[config.mk]
export PLATFORM = sky130hd
export DESIGN_NAME = beacon_range_steer_calc_flat
export DESIGN_NICKNAME = d
export VERILOG_FILES = /design/src/rtl/brsc_pkg.sv /design/src/rtl/brsc_if.sv /design/src/rtl/brsc_cfg.sv /design/src/rtl/brsc_sqr.sv /design/src/rtl/brsc_isqrt.sv /design/src/rtl/beacon_range_steer_calc.sv /design/src/flat_wrapper.sv
export SDC_FILE = /design/constraint.sdc
export NUM_CORES = 1
export LEC_CHECK = 0
export BUFFER_PORTS_ARGS = -buffer_cell sky130_fd_sc_hd__buf_4
export CAP_MARGIN = 10
export CORE_MARGIN = 2
export CORE_UTILIZATION = 46
export DETAILED_ROUTE_END_ITERATION = 7
export MAX_ROUTING_LAYER = met4
export PLACE_DENSITY = 0.65
export SYNTH_ARGS = -nofsm -noshare
export SYNTH_HDL_FRONTEND = slang
export SYNTH_SLANG_ARGS = --single-unit
[constraint.sdc]
create_clock -name clk_i -period 10.9 [get_ports clk_i]
set_input_delay 1.635 -clock clk_i [delete_from_list [all_inputs] [get_ports clk_i]]
set_output_delay 1.635 -clock clk_i [all_outputs]
set_load 0.005 [all_outputs]
[src/rtl/brsc_pkg.sv]
`timescale 1ns / 1ps
package brsc_pkg;

  localparam int unsigned DelayW   = 8;
  localparam int unsigned SpacingW = 11;
  localparam int unsigned LimitW   = 8;
  localparam int unsigned DistW    = 13;
  localparam int unsigned ErrW     = 10;

  // square lanes: pair-index squares and the spacing square, one bit a cycle
  localparam int unsigned SqSteps  = SpacingW;
  localparam int unsigned SqCntW   = $clog2(SqSteps);
  localparam int unsigned PairSqW  = 2 * DelayW + 1;
  localparam int unsigned SpSqW    = 2 * SpacingW;
  localparam int unsigned PartW    = 2 * DelayW - 1;

  // radicand and root, two radicand bits per root bit
  localparam int unsigned RadW     = 30;
  localparam int unsigned RootW    = RadW / 2;
  localparam int unsigned RootCntW = $clog2(RootW);
  localparam int unsigned RemW     = RootW + 3;

  localparam logic [DistW-1:0] DistMax = {DistW{1'b1}};

  typedef enum logic [1:0] {
    REG_SPACING   = 2'd0,
    REG_LIMIT     = 2'd1,
    REG_THRESHOLD = 2'd2
  } reg_idx_e;

  typedef enum logic [3:0] {
    ST_IDLE = 4'b0001,
    ST_SQ   = 4'b0010,
    ST_ROOT = 4'b0100,
    ST_FIN  = 4'b1000
  } state_e;

  typedef struct packed {
    logic [SpacingW-1:0] spacing;
    logic [LimitW-1:0]   limit;
    logic [DistW-1:0]    threshold;
  } cfg_t;

  typedef struct packed {
    logic            done;
    logic            neg;
    logic [RadW-1:0] rad;
  } sq_res_t;

  typedef struct packed {
    logic             done;
    logic [RootW-1:0] root;
  } root_res_t;

  // correction toward zero by distance band
  function automatic logic [3:0] band_step(input logic [DistW-1:0] d);
    logic [3:0] s;
    if (d >= DistW'(920))      s = 4'd2;
    else if (d >= DistW'(860)) s = 4'd3;
    else if (d >= DistW'(740)) s = 4'd4;
    else if (d >= DistW'(590)) s = 4'd5;
    else if (d >= DistW'(230)) s = 4'd6;
    else if (d >= DistW'(60))  s = 4'd7;
    else                       s = 4'd8;
    return s;
  endfunction

endpackage

[src/rtl/brsc_if.sv]
`timescale 1ns / 1ps
interface brsc_in_if;
  logic       valid;
  logic       ready;
  logic [7:0] delay_front_left;
  logic [7:0] delay_front_right;
  logic [7:0] delay_back_right;
  logic [7:0] delay_back_left;

  modport source (
    output valid, delay_front_left, delay_front_right, delay_back_right, delay_back_left,
    input  ready
  );
  modport sink (
    input  valid, delay_front_left, delay_front_right, delay_back_right, delay_back_left,
    output ready
  );
endinterface

interface brsc_out_if;
  logic              valid;
  logic              ready;
  logic              stopped;
  logic              heading_front;
  logic [12:0]       distance_tenths;
  logic signed [9:0] steer_error;
  logic              distance_invalid;

  modport source (
    output valid, stopped, heading_front, distance_tenths, steer_error, distance_invalid,
    input  ready
  );
  modport sink (
    input  valid, stopped, heading_front, distance_tenths, steer_error, distance_invalid,
    output ready
  );
endinterface

[src/rtl/brsc_cfg.sv]
`timescale 1ns / 1ps
module brsc_cfg
  import brsc_pkg::*;
(
  input  logic        clk_i,
  input  logic        rst_ni,
  input  logic        psel,
  input  logic        penable,
  input  logic        pwrite,
  input  logic [3:0]  paddr,
  input  logic [31:0] pwdata,
  output logic [31:0] prdata,
  output logic        pready,
  output cfg_t        cfg_o
);

  cfg_t     cfg_q, cfg_d;
  reg_idx_e idx;
  logic     wr_en;

  assign idx    = reg_idx_e'(paddr[3:2]);
  assign wr_en  = psel & penable & pwrite;
  assign pready = 1'b1;
  assign cfg_o  = cfg_q;

  always_comb begin
    cfg_d = cfg_q;
    if (wr_en) begin
      unique case (idx)
        REG_SPACING:   cfg_d.spacing   = pwdata[SpacingW-1:0];
        REG_LIMIT:     cfg_d.limit     = pwdata[LimitW-1:0];
        REG_THRESHOLD: cfg_d.threshold = pwdata[DistW-1:0];
        default: ;
      endcase
    end
  end

  always_comb begin
    unique case (idx)
      REG_SPACING:   prdata = {{(32-SpacingW){1'b0}}, cfg_q.spacing};
      REG_LIMIT:     prdata = {{(32-LimitW){1'b0}}, cfg_q.limit};
      REG_THRESHOLD: prdata = {{(32-DistW){1'b0}}, cfg_q.threshold};
      default:       prdata = '0;
    endcase
  end

  always_ff @(posedge clk_i or negedge rst_ni) begin
    if (!rst_ni) begin
      cfg_q.spacing   <= SpacingW'(200);
      cfg_q.limit     <= LimitW'(50);
      cfg_q.threshold <= DistW'(1000);
    end else begin
      cfg_q <= cfg_d;
    end
  end

endmodule

[src/rtl/brsc_sqr.sv]
`timescale 1ns / 1ps
module brsc_sqr
  import brsc_pkg::*;
(
  input  logic                clk_i,
  input  logic                rst_ni,
  input  logic                start_i,
  input  logic [DelayW-1:0]   idx1_i,
  input  logic [DelayW-1:0]   idx2_i,
  input  logic [SpacingW-1:0] spacing_i,
  output sq_res_t             res_o
);

  logic                busy_q, fin_q, done_q;
  logic [SqCntW-1:0]   cnt_q;
  logic [DelayW-1:0]   m1_q, m2_q;
  logic [PartW-1:0]    md1_q, md2_q;
  logic [SpacingW-1:0] ms_q;
  logic [SpSqW-1:0]    mds_q;
  logic [PairSqW-1:0]  q_q, q_d;
  logic [SpSqW-1:0]    s2_q, s2_d;
  logic [RadW-1:0]     rad_q;
  logic                neg_q;

  logic [RadW-1:0]     scaled;
  logic [RadW:0]       diff;

  // one multiplier bit per cycle on each lane
  always_comb begin
    q_d  = q_q + (m1_q[0] ? PairSqW'(md1_q) : '0) + (m2_q[0] ? PairSqW'(md2_q) : '0);
    s2_d = s2_q + (ms_q[0] ? mds_q : '0);
  end

  // 2*(34*i)^2 = 2312*i^2, and 2312 = 2048 + 256 + 8
  assign scaled = RadW'({q_q, 11'b0}) + RadW'({q_q, 8'b0}) + RadW'({q_q, 3'b0});
  assign diff   = {1'b0, scaled} - (RadW+1)'(s2_q);

  always_ff @(posedge clk_i or negedge rst_ni) begin
    if (!rst_ni) begin
      busy_q <= 1'b0;
      fin_q  <= 1'b0;
      done_q <= 1'b0;
      cnt_q  <= '0;
    end else begin
      done_q <= 1'b0;
      fin_q  <= 1'b0;
      if (start_i) begin
        busy_q <= 1'b1;
        cnt_q  <= '0;
      end else if (busy_q) begin
        cnt_q <= cnt_q + 1'b1;
        if (cnt_q == SqCntW'(SqSteps - 1)) begin
          busy_q <= 1'b0;
          fin_q  <= 1'b1;
        end
      end
      if (fin_q) done_q <= 1'b1;
    end
  end

  always_ff @(posedge clk_i) begin
    if (start_i) begin
      m1_q  <= idx1_i;
      m2_q  <= idx2_i;
      md1_q <= PartW'(idx1_i);
      md2_q <= PartW'(idx2_i);
      ms_q  <= spacing_i;
      mds_q <= SpSqW'(spacing_i);
      q_q   <= '0;
      s2_q  <= '0;
    end else if (busy_q) begin
      m1_q  <= m1_q >> 1;
      m2_q  <= m2_q >> 1;
      md1_q <= md1_q << 1;
      md2_q <= md2_q << 1;
      ms_q  <= ms_q >> 1;
      mds_q <= mds_q << 1;
      q_q   <= q_d;
      s2_q  <= s2_d;
    end
    if (fin_q) begin
      rad_q <= diff[RadW-1:0];
      neg_q <= diff[RadW];
    end
  end

  assign res_o.done = done_q;
  assign res_o.neg  = neg_q;
  assign res_o.rad  = rad_q;

endmodule

[src/rtl/brsc_isqrt.sv]
`timescale 1ns / 1ps
module brsc_isqrt
  import brsc_pkg::*;
(
  input  logic            clk_i,
  input  logic            rst_ni,
  input  logic            start_i,
  input  logic [RadW-1:0] rad_i,
  output root_res_t       res_o
);

  logic                busy_q, done_q;
  logic [RootCntW-1:0] cnt_q;
  logic [RadW-1:0]     v_q;
  logic [RemW-1:0]     rem_q, rem_sh, trial;
  logic [RootW-1:0]    root_q;
  logic                fits;

  // bring down the next bit pair and try 4*root + 1
  assign rem_sh = {rem_q[RemW-3:0], v_q[RadW-1 -: 2]};
  assign trial  = {1'b0, root_q, 2'b01};
  assign fits   = rem_sh >= trial;

  always_ff @(posedge clk_i or negedge rst_ni) begin
    if (!rst_ni) begin
      busy_q <= 1'b0;
      done_q <= 1'b0;
      cnt_q  <= '0;
    end else begin
      done_q <= 1'b0;
      if (start_i) begin
        busy_q <= 1'b1;
        cnt_q  <= '0;
      end else if (busy_q) begin
        cnt_q <= cnt_q + 1'b1;
        if (cnt_q == RootCntW'(RootW - 1)) begin
          busy_q <= 1'b0;
          done_q <= 1'b1;
        end
      end
    end
  end

  always_ff @(posedge clk_i) begin
    if (start_i) begin
      v_q    <= rad_i;
      rem_q  <= '0;
      root_q <= '0;
    end else if (busy_q) begin
      v_q    <= {v_q[RadW-3:0], 2'b00};
      rem_q  <= fits ? rem_sh - trial : rem_sh;
      root_q <= {root_q[RootW-2:0], fits};
    end
  end

  assign res_o.done = done_q;
  assign res_o.root = root_q;

endmodule

[src/rtl/beacon_range_steer_calc.sv]
`timescale 1ns / 1ps
// A located beacon passes through the bit-serial square unit, then the root unit,
// then the finishing state; a negative radicand skips the root unit, and an item
// with all four delays zero goes straight to the finishing state.
// One item at a time: input is ready only in the idle state, after the last
// result is loaded for output. Reset is asynchronous, active low: held heading
// is front, held distance and error zero, no result pending.
module beacon_range_steer_calc
  import brsc_pkg::*;
(
  input  logic        clk_i,
  input  logic        rst_ni,
  brsc_in_if.sink     in_i,
  brsc_out_if.source  out_o,
  input  logic        psel,
  input  logic        penable,
  input  logic        pwrite,
  input  logic [3:0]  paddr,
  input  logic [31:0] pwdata,
  output logic [31:0] prdata,
  output logic        pready
);

  state_e    state_q, state_d;
  cfg_t      cfg;
  sq_res_t   sq_res;
  root_res_t root_res;

  logic              in_acc, in_stop, in_front;
  logic [DelayW-1:0] idx1, idx2;
  logic              sq_start, root_start, out_load;

  logic [DelayW-1:0] fl_q, fr_q, br_q, bl_q;
  logic              stop_q, front_q, neg_q;

  logic                    out_valid_q;
  logic                    out_stop_q, out_front_q, out_inv_q;
  logic [DistW-1:0]        out_dist_q;
  logic signed [ErrW-1:0]  out_err_q;

  logic                    held_front_q, held_inv_q;
  logic [DistW-1:0]        held_dist_q;
  logic signed [ErrW-1:0]  held_err_q;

  logic [DistW-1:0]        new_dist;
  logic signed [ErrW-1:0]  pair_err, lim_s, clamp_err, new_err;
  logic [DelayW:0]         sum_rb, sum_lb;
  logic signed [DelayW+2:0] diag, near_err, near_adj;
  logic [3:0]              step;
  logic                    near;

  brsc_cfg u_cfg (
    .clk_i, .rst_ni, .psel, .penable, .pwrite, .paddr, .pwdata, .prdata, .pready,
    .cfg_o (cfg)
  );

  assign in_acc   = in_i.valid & in_i.ready;
  assign in_stop  = (in_i.delay_front_left == '0) && (in_i.delay_front_right == '0) &&
                    (in_i.delay_back_right == '0) && (in_i.delay_back_left == '0);
  assign in_front = ({1'b0, in_i.delay_front_left} + {1'b0, in_i.delay_front_right}) <=
                    ({1'b0, in_i.delay_back_right} + {1'b0, in_i.delay_back_left});
  assign idx1     = in_front ? in_i.delay_front_left  : in_i.delay_back_right;
  assign idx2     = in_front ? in_i.delay_front_right : in_i.delay_back_left;
  assign sq_start = in_acc & ~in_stop;

  brsc_sqr u_sqr (
    .clk_i, .rst_ni,
    .start_i   (sq_start),
    .idx1_i    (idx1),
    .idx2_i    (idx2),
    .spacing_i (cfg.spacing),
    .res_o     (sq_res)
  );

  assign root_start = (state_q == ST_SQ) & sq_res.done & ~sq_res.neg;

  brsc_isqrt u_isqrt (
    .clk_i, .rst_ni,
    .start_i (root_start),
    .rad_i   (sq_res.rad),
    .res_o   (root_res)
  );

  assign in_i.ready = (state_q == ST_IDLE);
  assign out_load   = (state_q == ST_FIN) & (~out_valid_q | out_o.ready);

  always_comb begin
    state_d = state_q;
    unique case (state_q)
      ST_IDLE: if (in_acc) state_d = in_stop ? ST_FIN : ST_SQ;
      ST_SQ:   if (sq_res.done) state_d = sq_res.neg ? ST_FIN : ST_ROOT;
      ST_ROOT: if (root_res.done) state_d = ST_FIN;
      ST_FIN:  if (out_load) state_d = ST_IDLE;
      default: state_d = ST_IDLE;
    endcase
  end

  // steering error and distance from the finished root
  always_comb begin
    pair_err = front_q ? ErrW'($signed({2'b0, fr_q}) - $signed({2'b0, fl_q}))
                       : ErrW'($signed({2'b0, bl_q}) - $signed({2'b0, br_q}));
    lim_s    = $signed({2'b0, cfg.limit});
    if (pair_err > lim_s)       clamp_err = lim_s;
    else if (pair_err < -lim_s) clamp_err = -lim_s;
    else                        clamp_err = pair_err;

    if (neg_q)                  new_dist = '0;
    else if (root_res.root[RootW-1]) new_dist = DistMax;
    else                        new_dist = root_res.root[DistW:1];

    sum_rb   = {1'b0, fr_q} + {1'b0, br_q};
    sum_lb   = {1'b0, fl_q} + {1'b0, bl_q};
    diag     = $signed({2'b0, sum_rb}) - $signed({2'b0, sum_lb});
    near_err = front_q ? diag : -diag;
    step     = band_step(new_dist);
    near_adj = near_err[DelayW+2] ? near_err + $signed({7'b0, step})
                                  : near_err - $signed({7'b0, step});
    near     = ~neg_q && (new_dist < cfg.threshold);
    new_err  = near ? near_adj[ErrW-1:0] : clamp_err;
  end

  always_ff @(posedge clk_i or negedge rst_ni) begin
    if (!rst_ni) begin
      state_q      <= ST_IDLE;
      out_valid_q  <= 1'b0;
      held_front_q <= 1'b1;
      held_inv_q   <= 1'b0;
      held_dist_q  <= '0;
      held_err_q   <= '0;
    end else begin
      state_q <= state_d;
      if (out_load)          out_valid_q <= 1'b1;
      else if (out_o.ready)  out_valid_q <= 1'b0;
      if (out_load && !stop_q) begin
        held_front_q <= front_q;
        held_inv_q   <= neg_q;
        held_dist_q  <= new_dist;
        held_err_q   <= new_err;
      end
    end
  end

  always_ff @(posedge clk_i) begin
    if (in_acc) begin
      fl_q    <= in_i.delay_front_left;
      fr_q    <= in_i.delay_front_right;
      br_q    <= in_i.delay_back_right;
      bl_q    <= in_i.delay_back_left;
      stop_q  <= in_stop;
      front_q <= in_front;
      neg_q   <= 1'b0;
    end else if (state_q == ST_SQ && sq_res.done) begin
      neg_q <= sq_res.neg;
    end
    if (out_load) begin
      out_stop_q  <= stop_q;
      out_front_q <= stop_q ? held_front_q : front_q;
      out_inv_q   <= stop_q ? held_inv_q   : neg_q;
      out_dist_q  <= stop_q ? held_dist_q  : new_dist;
      out_err_q   <= stop_q ? held_err_q   : new_err;
    end
  end

  assign out_o.valid            = out_valid_q;
  assign out_o.stopped          = out_stop_q;
  assign out_o.heading_front    = out_front_q;
  assign out_o.distance_tenths  = out_dist_q;
  assign out_o.steer_error      = out_err_q;
  assign out_o.distance_invalid = out_inv_q;

  a_inv_dist_zero: assert property (@(posedge clk_i) disable iff (!rst_ni)
    out_o.valid && out_o.distance_invalid |-> out_o.distance_tenths == '0)
    else $error("invalid distance reported with non-zero value");

  a_sq_done_state: assert property (@(posedge clk_i) disable iff (!rst_ni)
    sq_res.done |-> state_q == ST_SQ)
    else $error("square unit finished outside its phase");

  a_root_done_state: assert property (@(posedge clk_i) disable iff (!rst_ni)
    root_res.done |-> state_q == ST_ROOT)
    else $error("root unit finished outside its phase");

  a_stop_skips_math: assert property (@(posedge clk_i) disable iff (!rst_ni)
    in_acc && in_stop |=> state_q == ST_FIN)
    else $error("stopped item entered the arithmetic path");

endmodule

[src/flat_wrapper.sv]
// flat-port wrapper written by rule: the top's interface ports become plain ports
module beacon_range_steer_calc_flat import brsc_pkg::*;
  (clk_i, rst_ni, psel, penable, pwrite, paddr, pwdata, prdata, pready, in_i_valid, in_i_delay_front_left, in_i_delay_front_right, in_i_delay_back_right, in_i_delay_back_left, in_i_ready, out_o_valid, out_o_stopped, out_o_heading_front, out_o_distance_tenths, out_o_steer_error, out_o_distance_invalid, out_o_ready);
  brsc_in_if in_i_i ();
  brsc_out_if out_o_i ();
  input  logic clk_i;
  input  logic rst_ni;
  input  logic psel;
  input  logic penable;
  input  logic pwrite;
  input  logic [3:0] paddr;
  input  logic [31:0] pwdata;
  output logic [31:0] prdata;
  output logic pready;
  input wire logic [$bits(in_i_i.valid)-1:0] in_i_valid;
  input wire logic [$bits(in_i_i.delay_front_left)-1:0] in_i_delay_front_left;
  input wire logic [$bits(in_i_i.delay_front_right)-1:0] in_i_delay_front_right;
  input wire logic [$bits(in_i_i.delay_back_right)-1:0] in_i_delay_back_right;
  input wire logic [$bits(in_i_i.delay_back_left)-1:0] in_i_delay_back_left;
  output wire logic [$bits(in_i_i.ready)-1:0] in_i_ready;
  output wire logic [$bits(out_o_i.valid)-1:0] out_o_valid;
  output wire logic [$bits(out_o_i.stopped)-1:0] out_o_stopped;
  output wire logic [$bits(out_o_i.heading_front)-1:0] out_o_heading_front;
  output wire logic [$bits(out_o_i.distance_tenths)-1:0] out_o_distance_tenths;
  output wire logic [$bits(out_o_i.steer_error)-1:0] out_o_steer_error;
  output wire logic [$bits(out_o_i.distance_invalid)-1:0] out_o_distance_invalid;
  input wire logic [$bits(out_o_i.ready)-1:0] out_o_ready;
  assign in_i_i.valid = in_i_valid;
  assign in_i_i.delay_front_left = in_i_delay_front_left;
  assign in_i_i.delay_front_right = in_i_delay_front_right;
  assign in_i_i.delay_back_right = in_i_delay_back_right;
  assign in_i_i.delay_back_left = in_i_delay_back_left;
  assign in_i_ready = in_i_i.ready;
  assign out_o_valid = out_o_i.valid;
  assign out_o_stopped = out_o_i.stopped;
  assign out_o_heading_front = out_o_i.heading_front;
  assign out_o_distance_tenths = out_o_i.distance_tenths;
  assign out_o_steer_error = out_o_i.steer_error;
  assign out_o_distance_invalid = out_o_i.distance_invalid;
  assign out_o_i.ready = out_o_ready;
  beacon_range_steer_calc u_core (.clk_i(clk_i), .rst_ni(rst_ni), .in_i(in_i_i), .out_o(out_o_i), .psel(psel), .penable(penable), .pwrite(pwrite), .paddr(paddr), .pwdata(pwdata), .prdata(prdata), .pready(pready));
endmodule
==> results.yml <==
run_status:
  outcome: "finished, final reports clean"
floorplanning:
  die_h_um: 228
  start_util_pct: 46.3
  core-area_mm2: 0.0499
  die_x_um: 228
  ios: 136
  fp-row-count: 82
  die_area_mm2: 0.0520
clock_network:
  cts_root_buf: "clkbuf_16"
  clk_pin_slew_worst_paths_ns: 0.06
  cts.repair.resized: 0
  h-tree-depth: 2
  ctsLongestPathBuffers: 3
  post_cts_buffers: 0
  clk-insertion-delay-late_ns: 0.57
  cts_tree: "built"
  cts_hold_buf: 0
  cts_made_buffers: 39
  clock-sinks: 346
global_routing:
  grt_max_degree: 104
  grt_overflow: 0
  grt_pass1_vias: 16900
  grt_pass1_wl_um: 87600
  grt_antenna_before_repair: 0
  track_usage_pct: 21.1
final_layout:
  num_antenna_cells: 0
  fin_area_mm2: 0.0257
  nets: 2850
  area_growth_pct: 11.2
  drive_above_1_share_pct: 9.91
  fillers: 4650
  seq_area_mm2: 0.00907
  multi_input_area_mm2: 0.0127
drt:
  ant_nets: 0
  drtIter0Drc: 1076
  drt-total-wl_um: 53000
  avgViaCountPerCell: 5.34
  wire_per_inst_um: 16.5
  drc_errors: 0
  dr.pass1.iters: 5
  via_count: 17200
place:
  routabilityCongestion: 0.881
  dp_hpwl_um: 39800
  dpl-instance-area_mm2: 0.0244
  io_buffers: 94
sta:
  layout_min_cycle_time_ns: 6.65
  fin_crit_sh_pct: 61.0
  setup_viol: 0
  relSlewSlack_pct: 25.2
  timing_hold_violations_final: 0
  fmax_mhz: 150
  tightest_slew_ns: 1.12
  finalClockSkew_ns: 0.0204
  rsz0062_at_grt: "no"
  fin_setup_tns_ns: 0
  drv_slew: 0
flow_run:
  timing.max_cap.violations: 0
worst_setup_path:
  cp_max_fo: 8
  crit_path_end_kind: "flop"
  worstPathArrival_ns: 6.95
  crit_required_ns: 11.20
  critical_path_class: "flop to flop"
  crit_path_start_kind: "flop"
synthesis:
  synth_top_area_cell: "edfxtp_1"
  synth_flop_cell: "edfxtp_1"
  avgSynthCellArea_um2: 9.43
  synth_edf_count: 175
  seq_area_frac_synth_pct: 39.3
  yosysTopAreaCellShare_pct: 22.8
  synth_area_leaders: "edfxtp_1, ha_1, dfxtp_1"
  synth-warning-count: 0
  ys_types: 76
  synth_cells: 2445
  synthArstFlopShare_pct: 21.7
  syn_area_mm2: 0.0231
  synth-seq-cells: 346
worst_hold_path:
  worstHoldPathType: "flop to flop"
==> critical path, cell delays in order, from the launching register on <==
cell and delay (ns):
edfxtp_1 0.42, fa_1 0.52, fa_1 0.51, inv_1 0.04
ha_1 0.33, o21a_1 0.20, a211o_1 0.32, a211o_1 0.31
and3_1 0.20, a21oi_1 0.28, o31ai_1 0.13, mux2i_1 0.56
nand3_1 0.20, o21a_1 0.16, ha_1 0.28, a21o_1 0.16
a21oi_1 0.22, nand2b_1 0.14, a21oi_1 0.08, o41ai_1 0.38
o21ai_0 0.21, xnor2_1 0.19, mux2i_1 0.42, o21ai_1 0.11
==> state kept, by name, indices dropped and copies added, names as in the netlist, 10 cells and up <==
register / cells
u_core.held_err_q: 10
u_core.out_o.steer_error: 10
u_core.u_sqr.ms_q: 11
u_core.held_dist_q: 13
u_core.u_isqrt.root_q: 15
u_core.u_isqrt.v_q: 30
u_core.out_o.distance_tenths: 13
u_core.u_sqr.md2_q: 15
u_core.u_isqrt.rem_q: 16
u_core.u_sqr.md1_q: 15
u_core.u_sqr.s2_q: 22
u_core.u_cfg.cfg_o: 32
u_core.u_sqr.mds_q: 22
u_core.u_sqr.q_q: 17
u_core.u_sqr.rad_q: 30
==> Yosys cell counts, types with 13 or more instances <==
cell type,instances
nand2_1,301
inv_1,242
nor2_1,214
ha_1,201
edfxtp_1,175
a21oi_1,150
o21ai_0,129
mux2i_1,109
dfxtp_1,96
clkbuf_1,69
xnor2_1,68
dfrtp_1,61
fa_1,61
a21o_1,41
xor2_1,38
mux2_2,37
nor3_1,32
nand3_1,30
and2_1,28
o21bai_1,26
nand2b_1,25
nor2b_1,25
o21a_1,25
nand4_1,22
buf_4,20
a31oi_1,17
o31ai_1,15
dfstp_2,14
or2_2,14
a211oi_1,13
nor4_1,13
==> metrics by stage <==
stage               instances  utilization [%]  setup WS (ns)  hold WS, ns
finish                   3215             51.5           4.25        0.459
global route             3215             51.5           3.82        0.492
CTS                      3215             51.5           4.34        0.463
global placement         3144             48.9           4.48        0.445
floorplan                2463                -           5.22        0.424
detailed placement       3144             48.9           4.39        0.455
==> logic make-up (layout without fill, tap and decap cells) <==
group / count (synthesis) / in the layout / synth area share (%)
compound gates: 504 / 504 / 13.7
other cells: 2 / 20 / 0.0326
xor+xnor: 106 / 106 / 4.02
simple gates: 739 / 739 / 14.3
flops: 346 / 346 / 39.3
buf+inv: 340 / 420 / 5.87
fa+ha+maj: 262 / 262 / 16.2
mux: 146 / 146 / 6.54
==> worst paths after layout <==
kind,startpoint,endpoint,slack [ns],cells after the start
setup reg to reg,u_core.bl_q[2],u_core.out_o.steer_error[9],4.25,23
min in group asynchronous,rst_ni,u_core.held_err_q[9],1.23,1
hold reg to reg,u_core.u_sqr.q_q[5],u_core.u_sqr.q_q[5],0.46,2
hold / removal,u_core.u_sqr.q_q[5],u_core.u_sqr.q_q[5],0.46,2
setup / recovery,u_core.bl_q[2],u_core.out_o.steer_error[9],4.25,23
max in group asynchronous,rst_ni,u_core.u_isqrt.busy_q,8.94,1
==> layout by cell type, fill, tap and decap left out, types with 25 or more instances in the layout <==
cell       instances
and2_1            28
inv_1            241
a21o_1            41
mux2_2            37
nand3_1           30
nor3_1            30
edfxtp_1         175
mux2i_1          109
nand2_1          301
fa_1              61
nor2_1           212
dfrtp_1           59
o21ai_0          129
nor2b_1           25
ha_1             201
nand2b_1          25
xnor2_1           68
o21bai_1          26
a21oi_1          150
dfxtp_1           96
xor2_1            38
o21a_1            25
clkbuf_16         39
buf_4            107
==> layer usage <==
| layer | vias up | global-route usage (%) | routed length (um) |
|---|---|---|---|
| met3 | 91 | 2.34 | 1540 |
| li1 | 8597 | - | - |
| met1 | 8201 | 28.5 | 25300 |
| met4 | 0 | 6.35 | 1460 |
| met5 | - | - | 0 |
| met2 | 270 | 33.7 | 24600 |
==> layout make-up <==
type                            instances  share of cell area [%]
Clock inverter                         26                    1.07
Clock buffer                           45                    3.93
Inverter                              242                    3.54
Tap cell                              672                    3.28
Sequential cell                       346                    35.4
Timing Repair Buffer                  107                    3.13
Multi-Input combinational cell       1777                    49.7
Power is left out: the tool's default activity adds up to more than one toggle a clock period on the data nets, which glitch-free logic cannot reach.
